--- src/fpfa_pkg.sv ---
`default_nettype none
// ----------------------------------------------------------------------------
// fpfa_pkg
// Shared constants for the fixed-partition fit allocator: field widths,
// operation codes, placement rules and register indexes.
// ----------------------------------------------------------------------------
package fpfa_pkg;

    localparam int OPCODE_W     = 1;
    localparam int BLK_IDX_W    = 5;
    localparam int FIELD_SIZE_W = 16;
    localparam int FIT_MODE_W   = 2;
    localparam int BLK_COUNT_W  = 6;
    localparam int APB_DATA_W   = 32;
    localparam int APB_ADDR_W   = 3;

    localparam logic [OPCODE_W-1:0] OP_LOAD  = 1'b0;
    localparam logic [OPCODE_W-1:0] OP_ALLOC = 1'b1;

    localparam logic [FIT_MODE_W-1:0] FIT_FIRST = 2'd0;
    localparam logic [FIT_MODE_W-1:0] FIT_BEST  = 2'd1;
    localparam logic [FIT_MODE_W-1:0] FIT_WORST = 2'd2;

    localparam logic REG_FIT_MODE    = 1'b0;
    localparam logic REG_BLOCK_COUNT = 1'b1;

endpackage

`default_nettype wire

--- src/fixed_partition_fit_allocator.sv ---
`default_nettype none
// ----------------------------------------------------------------------------
// fixed_partition_fit_allocator
// Loads partition sizes into a table and allocates a free partition that
// fits a process by first, best or worst fit, one table entry per cycle.
// ----------------------------------------------------------------------------
//  Channel   Direction  Handshake                 Payload
//  input     in         i_valid / o_ready         opcode, block_index, sizes
//  result    out        o_valid / i_ready         granted, index, size
//  config    in         psel/penable/pwrite/pready fit_mode, block_count
//
//  A load goes through the load and done states. An allocate reads
//  L = min(block_count, NUM_BLOCKS) table entries in the scan state, then
//  the last and done states; with an undefined rule or L of zero it goes
//  straight to done. A new transaction can be taken in the same cycle
//  as a result appears. Reset clears config, used flags and control state.
//  While a result waits, the next one is finished and held in the sequencer.
// ----------------------------------------------------------------------------
module fixed_partition_fit_allocator #(
    parameter int NUM_BLOCKS = 32,
    parameter int SIZE_BITS  = 16
) (
    input  wire logic                                 i_clk,
    input  wire logic                                 i_rst_n,
    input  wire logic                                 i_valid,
    output logic                                      o_ready,
    input  wire logic [fpfa_pkg::OPCODE_W-1:0]        i_opcode,
    input  wire logic [fpfa_pkg::BLK_IDX_W-1:0]       i_block_index,
    input  wire logic [fpfa_pkg::FIELD_SIZE_W-1:0]    i_block_size,
    input  wire logic [fpfa_pkg::FIELD_SIZE_W-1:0]    i_process_size,
    output logic                                      o_valid,
    input  wire logic                                 i_ready,
    output logic                                      o_granted,
    output logic      [fpfa_pkg::BLK_IDX_W-1:0]       o_chosen_index,
    output logic      [fpfa_pkg::FIELD_SIZE_W-1:0]    o_chosen_size,
    input  wire logic                                 psel,
    input  wire logic                                 penable,
    input  wire logic                                 pwrite,
    input  wire logic [fpfa_pkg::APB_ADDR_W-1:0]      paddr,
    input  wire logic [fpfa_pkg::APB_DATA_W-1:0]      pwdata,
    output logic      [fpfa_pkg::APB_DATA_W-1:0]      prdata,
    output logic                                      pready
);

    localparam int IDX_W = $clog2(NUM_BLOCKS);
    localparam int CNT_W = $clog2(NUM_BLOCKS + 1);
    localparam int IXE_W = (IDX_W > fpfa_pkg::BLK_IDX_W) ? IDX_W : fpfa_pkg::BLK_IDX_W;
    localparam int INR_W = (CNT_W > fpfa_pkg::BLK_IDX_W) ? CNT_W : fpfa_pkg::BLK_IDX_W;
    localparam int LIM_W = (CNT_W > fpfa_pkg::BLK_COUNT_W) ? CNT_W : fpfa_pkg::BLK_COUNT_W;
    localparam int SZE_W = (SIZE_BITS > fpfa_pkg::FIELD_SIZE_W) ? SIZE_BITS
                                                                : fpfa_pkg::FIELD_SIZE_W;

    localparam logic [2:0] S_IDLE = 3'd0;
    localparam logic [2:0] S_LOAD = 3'd1;
    localparam logic [2:0] S_SCAN = 3'd2;
    localparam logic [2:0] S_LAST = 3'd3;
    localparam logic [2:0] S_DONE = 3'd4;

    logic [fpfa_pkg::FIT_MODE_W-1:0]  r_fit_mode;
    logic [fpfa_pkg::BLK_COUNT_W-1:0] r_block_count;

    logic [2:0]            r_state;
    logic [2:0]            n_state;
    logic [IDX_W-1:0]      r_addr;
    logic [IDX_W-1:0]      r_last;
    logic                  r_rd_valid;
    logic [IDX_W-1:0]      r_rd_idx;
    logic [NUM_BLOCKS-1:0] r_used;
    logic                  r_is_alloc;
    logic                  r_in_range;
    logic [IDX_W-1:0]      r_load_idx;
    logic [SIZE_BITS-1:0]  r_load_size;
    logic [SIZE_BITS-1:0]  r_psz;
    logic                  r_found;
    logic [IDX_W-1:0]      r_pick;
    logic [SIZE_BITS-1:0]  r_pick_size;

    logic                  in_accept;
    logic                  out_free;
    logic [IXE_W-1:0]      in_idx_ext;
    logic [INR_W-1:0]      in_idx_cmp;
    logic [SZE_W-1:0]      in_bsz_ext;
    logic [SZE_W-1:0]      in_psz_ext;
    logic [LIM_W-1:0]      cnt_ext;
    logic [LIM_W-1:0]      limit;
    logic [LIM_W-1:0]      limit_m1;
    logic [SIZE_BITS-1:0]  ram_rdata;
    logic                  fits;
    logic                  better;
    logic                  take;
    logic [IXE_W-1:0]      pick_ext;
    logic [SZE_W-1:0]      pick_size_ext;

    assign pready    = 1'b1;
    assign o_ready   = (r_state == S_IDLE);
    assign in_accept = i_valid && o_ready;
    assign out_free  = !o_valid || i_ready;

    always_ff @(posedge i_clk) begin
        if (!i_rst_n) begin
            r_fit_mode    <= '0;
            r_block_count <= '0;
        end else if (psel && penable && pwrite) begin
            if (paddr[2] == fpfa_pkg::REG_FIT_MODE) begin
                r_fit_mode <= pwdata[fpfa_pkg::FIT_MODE_W-1:0];
            end else begin
                r_block_count <= pwdata[fpfa_pkg::BLK_COUNT_W-1:0];
            end
        end
    end

    always_comb begin
        if (paddr[2] == fpfa_pkg::REG_BLOCK_COUNT) begin
            prdata = fpfa_pkg::APB_DATA_W'(r_block_count);
        end else begin
            prdata = fpfa_pkg::APB_DATA_W'(r_fit_mode);
        end
    end

    assign in_idx_ext = IXE_W'(i_block_index);
    assign in_idx_cmp = INR_W'(i_block_index);
    assign in_bsz_ext = SZE_W'(i_block_size);
    assign in_psz_ext = SZE_W'(i_process_size);
    assign cnt_ext    = LIM_W'(r_block_count);
    assign limit      = (cnt_ext > LIM_W'(NUM_BLOCKS)) ? LIM_W'(NUM_BLOCKS) : cnt_ext;
    assign limit_m1   = limit - LIM_W'(1);

    fpfa_ram #(
        .WIDTH (SIZE_BITS),
        .DEPTH (NUM_BLOCKS)
    ) u_size_ram (
        .i_clk   (i_clk),
        .i_we    ((r_state == S_LOAD) && r_in_range),
        .i_waddr (r_load_idx),
        .i_wdata (r_load_size),
        .i_raddr (r_addr),
        .o_rdata (ram_rdata)
    );

    assign fits   = !r_used[r_rd_idx] && (ram_rdata >= r_psz);
    assign better = (r_fit_mode == fpfa_pkg::FIT_BEST) ? (ram_rdata < r_pick_size)
                                                       : (ram_rdata > r_pick_size);
    assign take   = r_rd_valid && fits &&
                    (!r_found || ((r_fit_mode != fpfa_pkg::FIT_FIRST) && better));

    always_comb begin
        n_state = r_state;
        case (r_state)
            S_IDLE: begin
                if (in_accept) begin
                    if (i_opcode == fpfa_pkg::OP_LOAD) begin
                        n_state = S_LOAD;
                    end else if (r_fit_mode inside {fpfa_pkg::FIT_FIRST, fpfa_pkg::FIT_BEST,
                                                    fpfa_pkg::FIT_WORST} &&
                                 limit != '0) begin
                        n_state = S_SCAN;
                    end else begin
                        n_state = S_DONE;
                    end
                end
            end
            S_LOAD: n_state = S_DONE;
            S_SCAN: begin
                if (r_addr == r_last) begin
                    n_state = S_LAST;
                end
            end
            S_LAST: n_state = S_DONE;
            S_DONE: begin
                if (out_free) begin
                    n_state = S_IDLE;
                end
            end
            default: n_state = S_IDLE;
        endcase
    end

    always_ff @(posedge i_clk) begin
        if (!i_rst_n) begin
            r_state    <= S_IDLE;
            r_rd_valid <= 1'b0;
            r_used     <= '0;
            r_found    <= 1'b0;
            o_valid    <= 1'b0;
        end else begin
            r_state    <= n_state;
            r_rd_valid <= (r_state == S_SCAN);
            if ((r_state == S_DONE) && out_free) begin
                o_valid <= 1'b1;
            end else if (o_valid && i_ready) begin
                o_valid <= 1'b0;
            end
            case (r_state)
                S_IDLE: begin
                    r_found <= 1'b0;
                end
                S_LOAD: begin
                    r_found     <= r_in_range;
                    r_pick      <= r_load_idx;
                    r_pick_size <= r_load_size;
                    if (r_in_range) begin
                        r_used[r_load_idx] <= 1'b0;
                    end
                end
                S_SCAN, S_LAST: begin
                    if (take) begin
                        r_found     <= 1'b1;
                        r_pick      <= r_rd_idx;
                        r_pick_size <= ram_rdata;
                    end
                end
                S_DONE: begin
                    if (out_free && r_is_alloc && r_found) begin
                        r_used[r_pick] <= 1'b1;
                    end
                end
                default: begin
                    r_found <= 1'b0;
                end
            endcase
        end
    end

    assign pick_ext      = IXE_W'(r_pick);
    assign pick_size_ext = SZE_W'(r_pick_size);

    always_ff @(posedge i_clk) begin
        r_rd_idx <= r_addr;
        if (r_state == S_SCAN) begin
            r_addr <= r_addr + IDX_W'(1);
        end
        if (in_accept) begin
            r_is_alloc  <= (i_opcode == fpfa_pkg::OP_ALLOC);
            r_in_range  <= (in_idx_cmp < INR_W'(NUM_BLOCKS));
            r_load_idx  <= in_idx_ext[IDX_W-1:0];
            r_load_size <= in_bsz_ext[SIZE_BITS-1:0];
            r_psz       <= in_psz_ext[SIZE_BITS-1:0];
            r_addr      <= '0;
            r_last      <= limit_m1[IDX_W-1:0];
        end
        if ((r_state == S_DONE) && out_free) begin
            o_granted      <= r_found;
            o_chosen_index <= r_found ? pick_ext[fpfa_pkg::BLK_IDX_W-1:0] : '0;
            o_chosen_size  <= r_found ? pick_size_ext[fpfa_pkg::FIELD_SIZE_W-1:0] : '0;
        end
    end

    a_busy_after_accept: assert property (
        @(posedge i_clk) disable iff (!i_rst_n)
        in_accept |=> !o_ready
    ) else $error("allocator accepted a transaction while busy");

    a_ungranted_zero: assert property (
        @(posedge i_clk) disable iff (!i_rst_n)
        (o_valid && !o_granted) |-> (o_chosen_index == '0 && o_chosen_size == '0)
    ) else $error("ungranted result carries a nonzero index or size");

    a_scan_bound: assert property (
        @(posedge i_clk) disable iff (!i_rst_n)
        (r_state == S_SCAN) |-> (r_addr <= r_last)
    ) else $error("scan address ran past the last entry");

    a_read_in_scan: assert property (
        @(posedge i_clk) disable iff (!i_rst_n)
        r_rd_valid |-> (r_state == S_SCAN || r_state == S_LAST)
    ) else $error("table read data arrived outside the scan");

    a_result_after_done: assert property (
        @(posedge i_clk) disable iff (!i_rst_n)
        $rose(o_valid) |-> ($past(r_state) == S_DONE)
    ) else $error("result appeared without the sequencer finishing");

endmodule

`default_nettype wire

--- src/fpfa_ram.sv ---
`default_nettype none
// ----------------------------------------------------------------------------
// fpfa_ram
// Simple dual-port RAM with one write port and one registered read port.
// ----------------------------------------------------------------------------
module fpfa_ram #(
    parameter int WIDTH = 16,
    parameter int DEPTH = 32
) (
    input  wire logic                     i_clk,
    input  wire logic                     i_we,
    input  wire logic [$clog2(DEPTH)-1:0] i_waddr,
    input  wire logic [WIDTH-1:0]         i_wdata,
    input  wire logic [$clog2(DEPTH)-1:0] i_raddr,
    output logic      [WIDTH-1:0]         o_rdata
);

    logic [WIDTH-1:0] r_mem [DEPTH];

    always_ff @(posedge i_clk) begin
        if (i_we) begin
            r_mem[i_waddr] <= i_wdata;
        end
        o_rdata <= r_mem[i_raddr];
    end

endmodule

`default_nettype wire
--- config.mk ---
export PLATFORM = sky130hd
export DESIGN_NAME = fixed_partition_fit_allocator
export DESIGN_NICKNAME = d
export VERILOG_FILES = /design/src/fpfa_pkg.sv /design/src/fixed_partition_fit_allocator.sv /design/src/fpfa_ram.sv
export SDC_FILE = /design/constraint.sdc
export NUM_CORES = 1
export LEC_CHECK = 0
export BUFFER_PORTS_ARGS = -buffer_cell sky130_fd_sc_hd__buf_2
export CAP_MARGIN = 20
export CORE_ASPECT_RATIO = 0.8
export CORE_MARGIN = 1.5
export CORE_UTILIZATION = 38
export DETAILED_ROUTE_END_ITERATION = 6
export HOLD_SLACK_MARGIN = 0.06
export PLACE_DENSITY = 0.67
export SLEW_MARGIN = 20
export SYNTH_ARGS = -nofsm -noshare
export SYNTH_HDL_FRONTEND = slang
export SYNTH_HIERARCHICAL = 1
export SYNTH_SLANG_ARGS = --single-unit
--- constraint.sdc ---
create_clock -name i_clk -period 4.1 [get_ports i_clk]
set_clock_uncertainty 0.1 [all_clocks]
set_input_delay 0.205 -clock i_clk [delete_from_list [all_inputs] [get_ports i_clk]]
set_output_delay 0.205 -clock i_clk [all_outputs]
set_load 0.01 [all_outputs]
==> impl_metrics.py <==
metrics = {
    "yosys": {
        "synth.yosys.seq_area_share": 0.708,
        "yosys.area.top_type": "sky130_fd_sc_hd__edfxtp_1",
        "syn_avg_cell_area_sq_um": 15.3,
        "synth_top_cells_by_count": "sky130_fd_sc_hd__edfxtp_1, sky130_fd_sc_hd__mux2i_1, sky130_fd_sc_hd__nand2_1",
        "synthesis.instances": 1788,
        "dominantRegCellSynth": "sky130_fd_sc_hd__edfxtp_1",
        "async_reset_ff_frac": 0,
        "synthesis_warning_total": 6,
        "synthDominantCellAreaShare": 0.656,
        "synth_seq_cells": 670,
        "synth-edff-count": 598,
        "mappedNetlistArea_sq_um": 27400,
        "synth_cell_type_count": 64,
        "synth_most_common_cell": "sky130_fd_sc_hd__edfxtp_1",
        "synth.area.top_cells": "sky130_fd_sc_hd__edfxtp_1, sky130_fd_sc_hd__mux2i_1, sky130_fd_sc_hd__dfxtp_1",
    },
    "clock_network": {
        "cts.path.max_buffers": 3,
        "clk_root_buffer_cell": "sky130_fd_sc_hd__clkbuf_16",
        "clk-insertion-delay-late_ns": 0.60,
        "cts_tree": "done",
        "cts_buffers": 68,
        "htree_levels": 3,
        "cts.repair.resized": 0,
        "path_clk_slew_ns": 0.06,
        "tritoncts_num_sinks": 670,
    },
    "route": {
        "vias_per_cell": 5.36,
        "drt-total-wl_um": 63900,
        "detailedRoute.firstPassIterationCount": 5,
        "drt-initial-drc-count": 1733,
        "via_count": 15900,
        "drc_errors": 0,
        "route.detailed.wl_per_inst_um": 21.6,
        "final_antenna_net_count": 0,
    },
    "timing": {
        "maxSlewHeadroom": 0.362,
        "fin_ws_ns": 0.767,
        "fin_crit_sh": 0.813,
        "fmax_mhz": 300,
        "timing_max_transition_violations_final": 0,
        "rsz0062_at_grt": "no",
        "finalHoldViolCount": 0,
        "tightest_slew_ns": 0.955,
        "report.final.setup_viol": 0,
        "finalCriticalPeriod_ns": 3.33,
        "tns_ns": 0,
    },
    "placement": {
        "dpl.hpwl_um": 38300,
        "placement.setup.worst_slack_ns": 0.811,
        "placedCellCount": 2785,
        "place.port_buffers": 81,
        "routabilityCongestion": 0.841,
    },
    "floorplanning": {
        "chipWidth_um": 303,
        "core-area_sq_um": 70900,
        "design.die.area_sq_um": 73700,
        "fp-row-count": 87,
        "floorplan.io_pins": 137,
        "initial_core_util": 0.386,
        "die_h_um": 243,
    },
    "finish": {
        "area_growth_pct": 15.6,
        "layout.core_utilization": 0.447,
        "drive_gt1_frac": 0.135,
        "design.final.nets": 2092,
        "diodes": 0,
        "instances_no_fill": 2960,
    },
    "grt": {
        "grt_start_max_net_pins": 65,
        "gr-usage-all-layers": 0.172,
        "grt_antenna_before_repair": 1,
        "global_route_total_overflow": 0,
        "first_pass_grt_wire_length_um": 94500,
        "first_global_vias": 15500,
    },
    "critical_path": {
        "worst_path_dominant_cell_family": "flip-flops",
        "data_required_critical_path_ns": 4.26,
        "crit_path_cell_trace": "mux4_1 > mux2i_1 > nor3b_1 > nor4_2 > a21oi_1 > a311oi_2 > buf_4",
        "cp_max_fo": 21,
        "timing.critical_path.depth": 7,
        "critical_path_buf_inv_count": 1,
        "ff2ff_path_depth": 7,
        "worst-endpoint-arrival_ns": 3.49,
        "critPathSlowestCell": "sky130_fd_sc_hd__dfxtp_1",
        "timing.critical_path.to_type": "flop",
        "timing.setup.critical_path_class": "flop to flop",
        "crit_path_max_cell_delay_ns": 0.87,
        "critical_path.startpoint_type": "flop",
    },
    "power_and_ir_drop": {
        "worst_ir_drop_vdd_mv": 0.523,
        "power.leakage_nw": 10.5,
        "power_per_cell_area_nw_per_um2": 460,
    },
    "min_path": {
        "hold_class": "input pin to flop",
        "hold_path_depth": 4,
    },
    "job": {
        "number_of_max_cap_violations": 0,
    },
    "status": {
        "outcome": "complete, no violations",
    },
}
## repair_timing
item,in CTS,in global routing
hold endpoints to repair,83,0
setup buffers,0,0
hold buffers,54,0
## metrics by stage
step           hold slack, ns  area [sq um]  total power [mW]
3_3_place_gp            0.281         28800              8.49
5_1_grt                 0.199         31700              15.0
4_1_cts                 0.162         31600              14.7
3_5_place_dp            0.283         28900              8.53
6_report                0.188         31700              14.6
2_1_floorplan           0.204         27500              8.28
## layer usage
layer,share of wire,GRT usage,vias up
met5,0,0,-
met4,0.023,0.0476,0
met3,0.078,0.0378,92
met2,0.45,0.260,645
met1,0.45,0.249,7974
li1,-,-,7151
## cells by family after synthesis
kind of cell / count (synthesis) / share of synthesized area
AO/OA/AOI/OAI: 259 / 0.0640
other: 2 / 0.000274
adder cells (fa/ha/maj): 35 / 0.0160
flip-flops: 670 / 0.708
multiplexers: 279 / 0.103
AND/OR/NAND/NOR: 381 / 0.0688
XOR/XNOR: 11 / 0.00352
buffers and inverters: 151 / 0.0357
## sequential cells by signal, indices dropped and copies added (netlist names), 6 cells and up
register and cells:
r_used 32, u_size_ram/r_mem 512, cnt_ext 6, o_chosen_size 16, r_load_size 16, r_psz 16
u_size_ram/o_rdata 16, pick_size_ext 16
## cell usage in the layout, fill, tap and decap left out, drive strengths merged, types with 8 or more instances in the layout
cell / count
clkinv: 15
a21boi: 33
buf: 156
nor2b: 17
mux2: 10
nand4: 27
mux2i: 267
a31oi: 17
nand3: 40
a22oi: 64
clkbuf: 89
nor3b: 8
inv: 39
a22o: 32
a21oi: 47
nand2: 144
edfxtp: 598
dfxtp: 72
o21ai: 43
nor2: 59
ha: 35
nor3: 22
conb: 27
and2: 29
dlygate4sd3: 54
## worst register-to-register path, stage by stage (launching register included)
cell and delay [ns]:
sky130_fd_sc_hd__dfxtp_1 0.87, sky130_fd_sc_hd__mux4_1 0.66, sky130_fd_sc_hd__mux2i_1 0.16, sky130_fd_sc_hd__nor3b_1 0.08, sky130_fd_sc_hd__nor4_2 0.39, sky130_fd_sc_hd__a21oi_1 0.15
sky130_fd_sc_hd__a311oi_2 0.26, sky130_fd_sc_hd__buf_4 0.33
## power by group
part / switching, mW / internal [mW]
logic: 0.472 / 0.280
clock network: 2.51 / 3.63
registers: 0.0951 / 7.58
total: 3.08 / 11.5
## final timing paths
kind / from / endpoint / slack, ns
max: r_rd_idx[0] / pick_size_ext[10] / 0.77
min: pwrite / cnt_ext[3] / 0.19
max reg2reg: r_rd_idx[0] / pick_size_ext[10] / 0.77
min reg2reg: r_addr[4] / r_rd_idx[4] / 0.33
## layout make-up
cell class | count | area, sq um
repair buffers | 210 | 1630
clock buffers | 89 | 1840
fillers | 6047 | 39200
clock inverters | 30 | 362
well taps | 934 | 1170
flip-flops and latches | 670 | 19400
inverters | 35 | 131
multi-input cells | 992 | 7130
Power figures use the tool's default switching activity.
